<file path="config.mk">
export PLATFORM = sky130hd
export DESIGN_NAME = row_first_run_centroid
export DESIGN_NICKNAME = d
export VERILOG_FILES = /design/src/rtl/rfrc_pkg.sv /design/src/rtl/row_first_run_centroid.sv /design/src/rtl/rfrc_ctrl.sv /design/src/rtl/rfrc_dpath.sv
export SDC_FILE = /design/constraint.sdc
export NUM_CORES = 1
export LEC_CHECK = 0
export BUFFER_PORTS_ARGS = -buffer_cell sky130_fd_sc_hd__buf_2
export CAP_MARGIN = 20
export CORE_MARGIN = 1
export CORE_UTILIZATION = 56
export DETAILED_ROUTE_END_ITERATION = 12
export GPL_ROUTABILITY_DRIVEN = 0
export GPL_TIMING_DRIVEN = 0
export PLACE_DENSITY = 0.84
export SYNTH_ARGS = -nofsm -noshare
export SYNTH_HDL_FRONTEND = slang
export SYNTH_SLANG_ARGS = --single-unit
export TNS_END_PERCENT = 100
</file>
<file path="constraint.sdc">
create_clock -name i_clk -period 4 [get_ports i_clk]
set_clock_uncertainty 0.05 [all_clocks]
set_input_delay 0.6 -clock i_clk [delete_from_list [all_inputs] [get_ports i_clk]]
set_output_delay 0.6 -clock i_clk [all_outputs]
set_load 0.02 [all_outputs]
</file>
<file path="src/rtl/rfrc_pkg.sv">
// Package for the row first-run centroid block.
// Holds the controller state, the run phase, the command struct and the fixed field widths.
`timescale 1ns / 1ps

package rfrc_pkg;

    localparam int PIXEL_W    = 8;
    localparam int ROW_INDEX_W = 11;
    localparam int CENTROID_W = 19;

    typedef enum logic [1:0] {
        ST_IDLE,
        ST_DIV,
        ST_HOLD
    } t_state;

    typedef enum logic [1:0] {
        PH_BEFORE = 2'd0,
        PH_IN     = 2'd1,
        PH_AFTER  = 2'd2
    } t_phase;

    typedef struct packed {
        logic px_take;
        logic div_load;
        logic div_step;
        logic out_load;
    } t_cmd;

endpackage

</file>
<file path="src/rtl/row_first_run_centroid.sv">
// Top level of the row first-run centroid block.
// Depends on rfrc_pkg, rfrc_ctrl and rfrc_dpath.
`timescale 1ns / 1ps

// Pixels are taken one word per clock in raster order while no row end is stalled.
// The mean column of the first foreground run of each row is worked out by a
// restoring divider that produces one quotient bit per cycle; when the divide is done,
// the result is moved into the output register once that is free. Pixels of the next
// row keep flowing meanwhile. The divider is the single shared unit: a row end that
// arrives while it is busy dividing or holding a finished result is stalled. A finished
// word waits in the output register while the next row is accumulated.
module row_first_run_centroid
    import rfrc_pkg::*;
#(
    parameter int MAX_COLS  = 2048,
    parameter int MAX_ROWS  = 2048,
    parameter int FRAC_BITS = 8
) (
    input  logic                   i_clk,
    input  logic                   i_rst_n,
    input  logic                   i_valid,
    output logic                   o_stall,
    input  logic [PIXEL_W-1:0]     i_pixel,
    input  logic                   i_row_end,
    input  logic                   i_frame_start,
    output logic                   o_valid,
    input  logic                   i_stall,
    output logic [ROW_INDEX_W-1:0] o_row_index,
    output logic [CENTROID_W-1:0]  o_centroid
);

    localparam int SUM_MAX = MAX_COLS * (MAX_COLS - 1) / 2;
    localparam int SUM_W   = (SUM_MAX > 0) ? $clog2(SUM_MAX + 1) : 1;
    localparam int NUM_W   = SUM_W + FRAC_BITS;

    t_cmd cmd;

    rfrc_ctrl #(
        .NUM_W (NUM_W)
    ) u_ctrl (
        .i_clk     (i_clk),
        .i_rst_n   (i_rst_n),
        .i_valid   (i_valid),
        .i_row_end (i_row_end),
        .o_stall   (o_stall),
        .o_valid   (o_valid),
        .i_stall   (i_stall),
        .o_cmd     (cmd)
    );

    rfrc_dpath #(
        .MAX_COLS  (MAX_COLS),
        .MAX_ROWS  (MAX_ROWS),
        .FRAC_BITS (FRAC_BITS)
    ) u_dpath (
        .i_clk         (i_clk),
        .i_rst_n       (i_rst_n),
        .i_cmd         (cmd),
        .i_pixel       (i_pixel),
        .i_row_end     (i_row_end),
        .i_frame_start (i_frame_start),
        .o_row_index   (o_row_index),
        .o_centroid    (o_centroid)
    );

endmodule

</file>
<file path="src/rtl/rfrc_ctrl.sv">
// Controller of the row first-run centroid block: divider sequencing and handshakes.
// Depends on rfrc_pkg; drives the command struct of rfrc_dpath.
`timescale 1ns / 1ps

module rfrc_ctrl
    import rfrc_pkg::*;
#(
    parameter int NUM_W = 29
) (
    input  logic i_clk,
    input  logic i_rst_n,
    input  logic i_valid,
    input  logic i_row_end,
    output logic o_stall,
    output logic o_valid,
    input  logic i_stall,
    output t_cmd o_cmd
);

    localparam int CNT_W = (NUM_W > 1) ? $clog2(NUM_W) : 1;

    t_state             r_state, n_state;
    logic [CNT_W-1:0]   r_cnt, n_cnt;
    logic               r_out_valid, n_out_valid;
    logic               px_take;
    logic               cnt_last;

    always_ff @(posedge i_clk) begin
        if (!i_rst_n) begin
            r_state     <= ST_IDLE;
            r_cnt       <= '0;
            r_out_valid <= 1'b0;
        end else begin
            r_state     <= n_state;
            r_cnt       <= n_cnt;
            r_out_valid <= n_out_valid;
        end
    end

    // A word that closes a row needs the divider, so it waits until the divider is idle.
    assign o_stall  = i_row_end && (r_state != ST_IDLE);
    assign px_take  = i_valid && !o_stall;
    assign cnt_last = (r_cnt == CNT_W'(NUM_W - 1));
    assign o_valid  = r_out_valid;

    always_comb begin
        n_state     = r_state;
        n_cnt       = r_cnt;
        n_out_valid = r_out_valid;
        o_cmd       = '0;
        o_cmd.px_take = px_take;
        if (r_out_valid && !i_stall) begin
            n_out_valid = 1'b0;
        end
        unique case (r_state)
            ST_IDLE: begin
                if (px_take && i_row_end) begin
                    o_cmd.div_load = 1'b1;
                    n_cnt          = '0;
                    n_state        = ST_DIV;
                end
            end
            ST_DIV: begin
                o_cmd.div_step = 1'b1;
                n_cnt          = r_cnt + CNT_W'(1);
                if (cnt_last) begin
                    n_state = ST_HOLD;
                end
            end
            ST_HOLD: begin
                if (!r_out_valid || !i_stall) begin
                    o_cmd.out_load = 1'b1;
                    n_out_valid    = 1'b1;
                    n_state        = ST_IDLE;
                end
            end
            default: begin
                n_state = ST_IDLE;
            end
        endcase
    end

    a_row_end_starts_div: assert property (@(posedge i_clk) disable iff (!i_rst_n)
        (i_valid && !o_stall && i_row_end) |=> (r_state == ST_DIV))
        else $error("accepted row end did not start a divide");

    a_div_ends_in_hold: assert property (@(posedge i_clk) disable iff (!i_rst_n)
        (r_state == ST_DIV && cnt_last) |=> (r_state == ST_HOLD))
        else $error("divide did not finish after the last step");

    a_hold_delivers: assert property (@(posedge i_clk) disable iff (!i_rst_n)
        (r_state == ST_HOLD && !(r_out_valid && i_stall)) |=> (o_valid && r_state == ST_IDLE))
        else $error("finished quotient was not moved to the output");

    a_no_overwrite: assert property (@(posedge i_clk) disable iff (!i_rst_n)
        o_cmd.out_load |-> (!r_out_valid || !i_stall))
        else $error("output register loaded while a stalled word waits");

endmodule

</file>
<file path="src/rtl/rfrc_dpath.sv">
// Datapath of the row first-run centroid block: run accumulation, restoring divider, output.
// Depends on rfrc_pkg; sequenced by rfrc_ctrl through the command struct.
`timescale 1ns / 1ps

module rfrc_dpath
    import rfrc_pkg::*;
#(
    parameter int MAX_COLS  = 2048,
    parameter int MAX_ROWS  = 2048,
    parameter int FRAC_BITS = 8
) (
    input  logic                   i_clk,
    input  logic                   i_rst_n,
    input  t_cmd                   i_cmd,
    input  logic [PIXEL_W-1:0]     i_pixel,
    input  logic                   i_row_end,
    input  logic                   i_frame_start,
    output logic [ROW_INDEX_W-1:0] o_row_index,
    output logic [CENTROID_W-1:0]  o_centroid
);

    localparam int COL_W     = (MAX_COLS > 1) ? $clog2(MAX_COLS) : 1;
    localparam int ROW_W     = (MAX_ROWS > 1) ? $clog2(MAX_ROWS) : 1;
    localparam int LEN_W     = $clog2(MAX_COLS + 1);
    localparam int SUM_MAX   = MAX_COLS * (MAX_COLS - 1) / 2;
    localparam int SUM_W     = (SUM_MAX > 0) ? $clog2(SUM_MAX + 1) : 1;
    localparam int NUM_W     = SUM_W + FRAC_BITS;
    localparam int QEXT_W    = (NUM_W > CENTROID_W) ? NUM_W : CENTROID_W;
    localparam int REXT_W    = (ROW_W > ROW_INDEX_W) ? ROW_W : ROW_INDEX_W;

    logic [COL_W-1:0]       r_col, n_col;
    logic [ROW_W-1:0]       r_row, n_row;
    t_phase                 r_phase, n_phase;
    logic [SUM_W-1:0]       r_sum, n_sum;
    logic [LEN_W-1:0]       r_len, n_len;

    logic [LEN_W-1:0]       r_rem;
    logic [NUM_W-1:0]       r_quo;
    logic [LEN_W-1:0]       r_den;
    logic [ROW_INDEX_W-1:0] r_drow;
    logic [ROW_INDEX_W-1:0] r_out_row;
    logic [CENTROID_W-1:0]  r_out_cen;

    logic [COL_W-1:0]       base_col;
    logic [ROW_W-1:0]       base_row;
    t_phase                 base_phase;
    logic [SUM_W-1:0]       base_sum;
    logic [LEN_W-1:0]       base_len;
    logic                   fg;
    logic                   take_px;

    logic [LEN_W:0]         trial;
    logic [LEN_W:0]         diff;
    logic                   ge;
    logic [QEXT_W-1:0]      quo_ext;
    logic [REXT_W-1:0]      row_ext;

    assign fg = (i_pixel != '0);

    // Frame start clears the row state before the word itself is counted.
    always_comb begin
        base_col   = i_frame_start ? '0 : r_col;
        base_row   = i_frame_start ? '0 : r_row;
        base_phase = i_frame_start ? PH_BEFORE : r_phase;
        base_sum   = i_frame_start ? '0 : r_sum;
        base_len   = i_frame_start ? '0 : r_len;

        take_px = 1'b0;
        n_phase = base_phase;
        case (base_phase)
            PH_BEFORE: begin
                if (fg) begin
                    n_phase = PH_IN;
                    take_px = 1'b1;
                end
            end
            PH_IN: begin
                if (fg) begin
                    take_px = 1'b1;
                end else begin
                    n_phase = PH_AFTER;
                end
            end
            default: begin
                n_phase = base_phase;
            end
        endcase
        n_sum = take_px ? (base_sum + SUM_W'(base_col)) : base_sum;
        n_len = take_px ? (base_len + LEN_W'(1)) : base_len;
        n_row = base_row;
        n_col = base_col;

        if (i_row_end) begin
            n_col = '0;
            if (base_row >= ROW_W'(MAX_ROWS - 1)) begin
                n_row = '0;
            end else begin
                n_row = base_row + ROW_W'(1);
            end
        end else if (base_col >= COL_W'(MAX_COLS - 1)) begin
            // An over-long row stops counting and ignores the rest until its end.
            n_col   = COL_W'(MAX_COLS - 1);
            n_phase = PH_AFTER;
        end else begin
            n_col = base_col + COL_W'(1);
        end
    end

    always_ff @(posedge i_clk) begin
        if (!i_rst_n) begin
            r_col   <= '0;
            r_row   <= '0;
            r_phase <= PH_BEFORE;
            r_sum   <= '0;
            r_len   <= '0;
        end else if (i_cmd.px_take) begin
            r_col <= n_col;
            r_row <= n_row;
            if (i_row_end) begin
                r_phase <= PH_BEFORE;
                r_sum   <= '0;
                r_len   <= '0;
            end else begin
                r_phase <= n_phase;
                r_sum   <= n_sum;
                r_len   <= n_len;
            end
        end
    end

    // Restoring division, one quotient bit a cycle, most significant first.
    assign trial   = {r_rem, r_quo[NUM_W-1]};
    assign diff    = trial - {1'b0, r_den};
    assign ge      = (trial >= {1'b0, r_den});
    assign row_ext = REXT_W'(base_row);

    always_ff @(posedge i_clk) begin
        if (i_cmd.div_load) begin
            r_rem  <= '0;
            r_quo  <= NUM_W'(n_sum) << FRAC_BITS;
            r_den  <= n_len;
            r_drow <= row_ext[ROW_INDEX_W-1:0];
        end else if (i_cmd.div_step) begin
            r_rem <= ge ? diff[LEN_W-1:0] : trial[LEN_W-1:0];
            r_quo <= (r_quo << 1) | NUM_W'(ge);
        end
    end

    assign quo_ext = QEXT_W'(r_quo);

    always_ff @(posedge i_clk) begin
        if (i_cmd.out_load) begin
            r_out_row <= r_drow;
            // An empty run divides by zero; it is reported as zero.
            r_out_cen <= (r_den == '0) ? '0 : quo_ext[CENTROID_W-1:0];
        end
    end

    assign o_row_index = r_out_row;
    assign o_centroid  = r_out_cen;

endmodule

</file>
# Word level (Yosys, flattened, before mapping)
# Index checks and enable logic that the tools add are counted.
totals:
  ff_bits: 159
  wordCells: 87
  inputBits: 14
op_classes:
  add_sub_neg: 6
  n_mux: 37
  reduce_logical: 18
  n_eq_ne: 7
  bitwise_logic: 1
  order_cmp: 3
op_table:
  columns: ["cell", "n"]
  rows:
  - ["$mux W11", 6]
  - ["$mux W21", 3]
  - ["$mux W29", 2]
  - ["$mux W12", 4]
  - ["$or A29 B1 Y29", 1]
  - ["$add A11 B1 Y11 const B", 2]
  - ["$ge A11 B11 Y1 const B", 2]
  - ["$add A21 B11 Y21", 1]
  - ["$mux W2", 8]
  - ["$ge A13 B12 Y1", 1]
  - ["$add A12 B1 Y12 const B", 1]
  - ["$logic_not A12 Y1", 1]
  - ["$sub A12 B12 Y12", 1]
  - ["$mux W1", 10]
  - ["$pmux W5 S2", 1]
  - ["$reduce_bool A8 Y1", 1]
  - ["$ne A2 B1 Y1 const B", 3]
  - ["$pmux W2 S3", 1]
  - ["$reduce_bool A2 Y1", 3]
  - ["$add A5 B1 Y5 const B", 1]
  - ["$eq A5 B5 Y1 const B", 1]
  - ["$mux W5", 1]
  - ["$eq A2 B1 Y1 const B", 2]
  - ["$logic_and A1 B1 Y1", 4]
  - ["other kinds (8)", 11]

# Logic depth before layout (Yosys ltp)
depth:
  word_depth: 8
  mapped_depth: 16

# By module
# Synthesis repeated with hierarchy kept, for this count alone.
hier_totals:
  cells_unflattened: 921
  hier_area_um2: 8653.3
modules_own_cells:
  columns: ["mod", "seq_area_each_um2", "area_each_um2", "cells_per_inst", "n_inst"]
  rows:
  - ["rfrc_dpath", 3763.6, 8227.9, 873, 1]
  - ["rfrc_ctrl", 160.2, 425.4, 48, 1]

# Worst setup path before layout
# Ideal clock, no wire load.
synth_path:
  path_type: "input-to-reg"
  startpoint: "in i_frame_start"
  endpoint: "reg u_dpath.r_quo[18], in the netlist u_dpath.quo_ext[18], data pin"
  cell_stages: 16
  arrival_ns: 3.465
  path_slack_ns: 0.216
  required_ns: 3.681
  path_cell_list: "clkbuf_8 clkbuf_8 clkbuf_1 buf_2 buf_6 clkbuf_1 nor2_1 ha_1 a221oi_2 o31ai_4 nand3_1 nand2_1 maj3_1 a21oi_1 xor2_1 o31ai_1"
synth_via:
  elab_chain_len: 6
  elab_cells_between_ends: 10
synth_lines:
  columns: ["item", "line", "text"]
  rows:
  - ["start, declared", "row_first_run_centroid.sv:25", "input logic i_frame_start,"]
  - ["branches (longest 4 deep; another with $add A21 B11 Y21)", null, null]
  - ["$mux W21 *", "rfrc_dpath.sv:88", "n_sum = take_px ? (base_sum + SUM_W'(base_col)) : base_sum;"]
  - ["$mux W29 *", "rfrc_dpath.sv:138", "if (i_cmd.div_load) begin"]
  - ["end signal, assigned", "rfrc_dpath.sv:140", "r_quo <= NUM_W'(n_sum) << FRAC_BITS;"]
  - ["end signal, assigned", "rfrc_dpath.sv:145", "r_quo <= (r_quo << 1) | NUM_W'(ge);"]
  - ["end, declared", "rfrc_dpath.sv:38", "logic [NUM_W-1:0] r_quo;"]
# Every way passes the cells marked *.
# A chain may end at the register's enable or synchronous reset.

# Final worst setup path
# Ends and elaborated chain as after synthesis.

==> impl_metrics.json <==
{
  "outcome": "finished, final reports clean",
  "dp_hpwl_mm": 14.8,
  "die-area_um2": 16000,
  "reg2reg_to": "u_dpath.quo_ext[24]",
  "r2r_slack_ns": 0.88,
  "cp-end-kind": "flip-flop",
  "synth_edf_count": 74,
  "h-tree-depth": 4,
  "final_common_cell": "nand2_1",
  "grt_pass1_vias": 6747,
  "clock_sinks": 159,
  "cts.path.max_buffers": 2,
  "cts_resized": 3,
  "clk_latency_ns": 0.44,
  "worstHoldStart": "u_dpath.r_drow[4]",
  "dpl_cell_area_um2": 9120,
  "hold_violations": 0,
  "ys_seq_area_share_pct": 45.3,
  "detail_route.wl_per_cell_um": 17.7,
  "worst-path-max-fanout": 19,
  "layout_common_cells": "nand2_1, dfxtp_1, edfxtp_1",
  "synthFlopType": "dfxtp_1",
  "cp.arrival_ns": 4.01,
  "slowest_delay_ns": 0.42,
  "cp_cell_sequence": "buf_2 > clkbuf_8 > clkbuf_8 > buf_4 > buf_6 > clkbuf_2 > nor2_1 > ha_1 > a221oi_2 > o31ai_4 > nand3_1 > nand2_1 > maj3_1 > a21oi_1 > xor2_1 > o31ai_1",
  "drt_first_pass_iters": 8,
  "max-cap-violations": 0,
  "worst_slack_ns": 0.108,
  "p_leak_uw": 0.00352,
  "worst_pin_slew_ns": 0.970,
  "syn2layout_area_growth_pct": 11.9,
  "finalCriticalPeriod_ns": 3.89,
  "drive_gt1_share_pct": 12.4,
  "period_share_pct": 97.3,
  "setup-tns-final_ns": 0,
  "synth_area_per_cell_um2": 9.32,
  "yosysUniqueCellTypes": 80,
  "r2r_start": "u_dpath.r_col[0]",
  "final_cell_area_um2": 9690,
  "gr-total-overflow": 0,
  "clkTransAtPathRegs_ns": 0.06,
  "ys_ff_latch": 159,
  "cts_root_buf": "clkbuf_16",
  "maxSlewViolCount": 0,
  "powerDensity_nw_per_um2": 422,
  "rr_worst_depth": 11,
  "crit_slowest_cell": "maj3_1",
  "dpl_worst_slack_ns": -1.06,
  "drc": 0,
  "cts_buffers": 17,
  "hp-class": "reg2reg",
  "ys_warn_count": 0,
  "core_area_um2": 15100,
  "critPathKind": "in2reg",
  "hold_buffers": 0,
  "synthArstFlopShare_pct": 0,
  "setup_viol": 0,
  "critPathLaunchType": "input port",
  "cts_tree": "yes",
  "routed_wl_mm": 21.0,
  "numPortBuffers": 43,
  "syn_inst": 929,
  "required_ns": 4.12,
  "viasPerCell": 6.15,
  "postRouteAntennaNets": 0,
  "gr-usage-all-layers_pct": 27.0,
  "hold_path_depth": 0,
  "worst_slew_margin_rel_pct": 35.2,
  "die-width_um": 126,
  "drtIter0Drc": 934,
  "initial_core_util_pct": 57.1,
  "syn_nets": 964,
  "rsz0062_at_grt": "false",
  "cts_setup_buffers": 0,
  "vias": 7327,
  "fin_nets": 1025,
  "die_h_um": 126,
  "rows": 45,
  "synth_area_um2": 8650,
  "crit_top_cell": "clkbuf_8",
  "power.total_uw": 4090,
  "fmax_mhz": 257,
  "design.portCount": 46,
  "min_to": "u_dpath.o_row_index[4]",
  "antenna_found_initial": 0,
  "grt_max_degree": 33,
  "grt_pass1_wl_mm": 33.1,
  "antenna_cells": 0,
  "fin_util_pct": 64.0,
  "peakVddDrop_mv": 0.326
}
[cell families (layout without fill, tap and decap cells)]
logic type      Yosys count  in the layout  synth area share, %
simple gates            343            343                 20.2
compound gates          250            250                 18.9
flops                   159            159                 45.3
buf+inv                  88            162                 5.16
xor+xnor                 51             51                 5.25
fa+ha+maj                24             24                 3.50
mux                      14             14                 1.63
[metal layers]
metal	vias up	part of all wire, %	global-route usage (%)
met3	66	8.4	6.28
met4	0	3.9	14.0
met5	-	0	0
met2	357	46	43.4
li1	3468	-	-
met1	3436	42	34.0
[report_power, final]
| part | leakage (uW) | switching (uW) | internal, uW |
|---|---|---|---|
| sequential | 0.00138 | 55.7 | 1800 |
| combinational | 0.00187 | 389 | 251 |
| clock | 0.000267 | 672 | 924 |
| total | 0.00352 | 1120 | 2970 |
[synth_stat cells, drive strengths merged, types with 14 or more instances]
cell type,count,area [um2]
clkbuf,35,171
a21oi,66,330
dfxtp,85,1700
nor2b,61,382
xor2,22,193
nand2,97,364
edfxtp,74,2220
nor2,58,228
nand4,16,100
and2,32,200
buf,19,141
o21ai,73,369
a31oi,14,100
nor3,19,95.1
ha,20,250
xnor2,29,262
inv,33,124
nand3,21,105
a22oi,20,150
[worst max path at each step]
stage / depth (start not counted) / from / to / slack, ns
4_1_cts: 16 / i_frame_start / u_dpath.quo_ext[18] / 0.16
3_5_place_dp: 17 / i_frame_start / u_dpath.quo_ext[18] / -1.06
6_report: 16 / i_frame_start / u_dpath.quo_ext[18] / 0.11
2_1_floorplan: 16 / i_frame_start / u_dpath.quo_ext[18] / 0.22
3_3_place_gp: 17 / i_frame_start / u_dpath.quo_ext[18] / -1.05
5_1_grt: 16 / i_frame_start / u_dpath.quo_ext[18] / 0.006
[stage by stage]
stage / hold WS [ns] / instances
after floorplan: 0.350 / 929
after global placement: 0.354 / 1160
after detailed placement: 0.355 / 1160
after CTS: 0.369 / 1191
after global routing: 0.377 / 1191
final: 0.367 / 1191
[registers in the layout, indices dropped and copies added (netlist names)]
name	flops
u_ctrl.o_valid	1
u_ctrl.r_cnt	5
u_dpath.r_col	11
u_dpath.r_row	11
u_ctrl.r_state	2
u_dpath.o_centroid	19
u_dpath.r_den	12
u_dpath.quo_ext	29
u_dpath.r_drow	11
u_dpath.r_len	12
u_dpath.r_sum	21
u_dpath.r_phase	2
u_dpath.o_row_index	11
u_dpath.r_rem	12
[worst max-delay path: cells and delay by family]
family / cells / cell delay, ns
buf+inv: 6 / 1.34
compound gates: 4 / 0.74
fa+ha+maj: 2 / 0.68
simple gates: 3 / 0.33
xor+xnor: 1 / 0.28
[final cells by class]
class / count / area [um2]
buffer: 54 / 324
multi-input combinational: 682 / 4300
inverter: 33 / 124
timing repair buffer: 43 / 215
clock buffer: 21 / 440
tap: 188 / 235
clock inverter: 11 / 130
fill: 1187 / 5460
sequential: 159 / 3920
No activity file was read; power rests on OpenSTA's default activity.
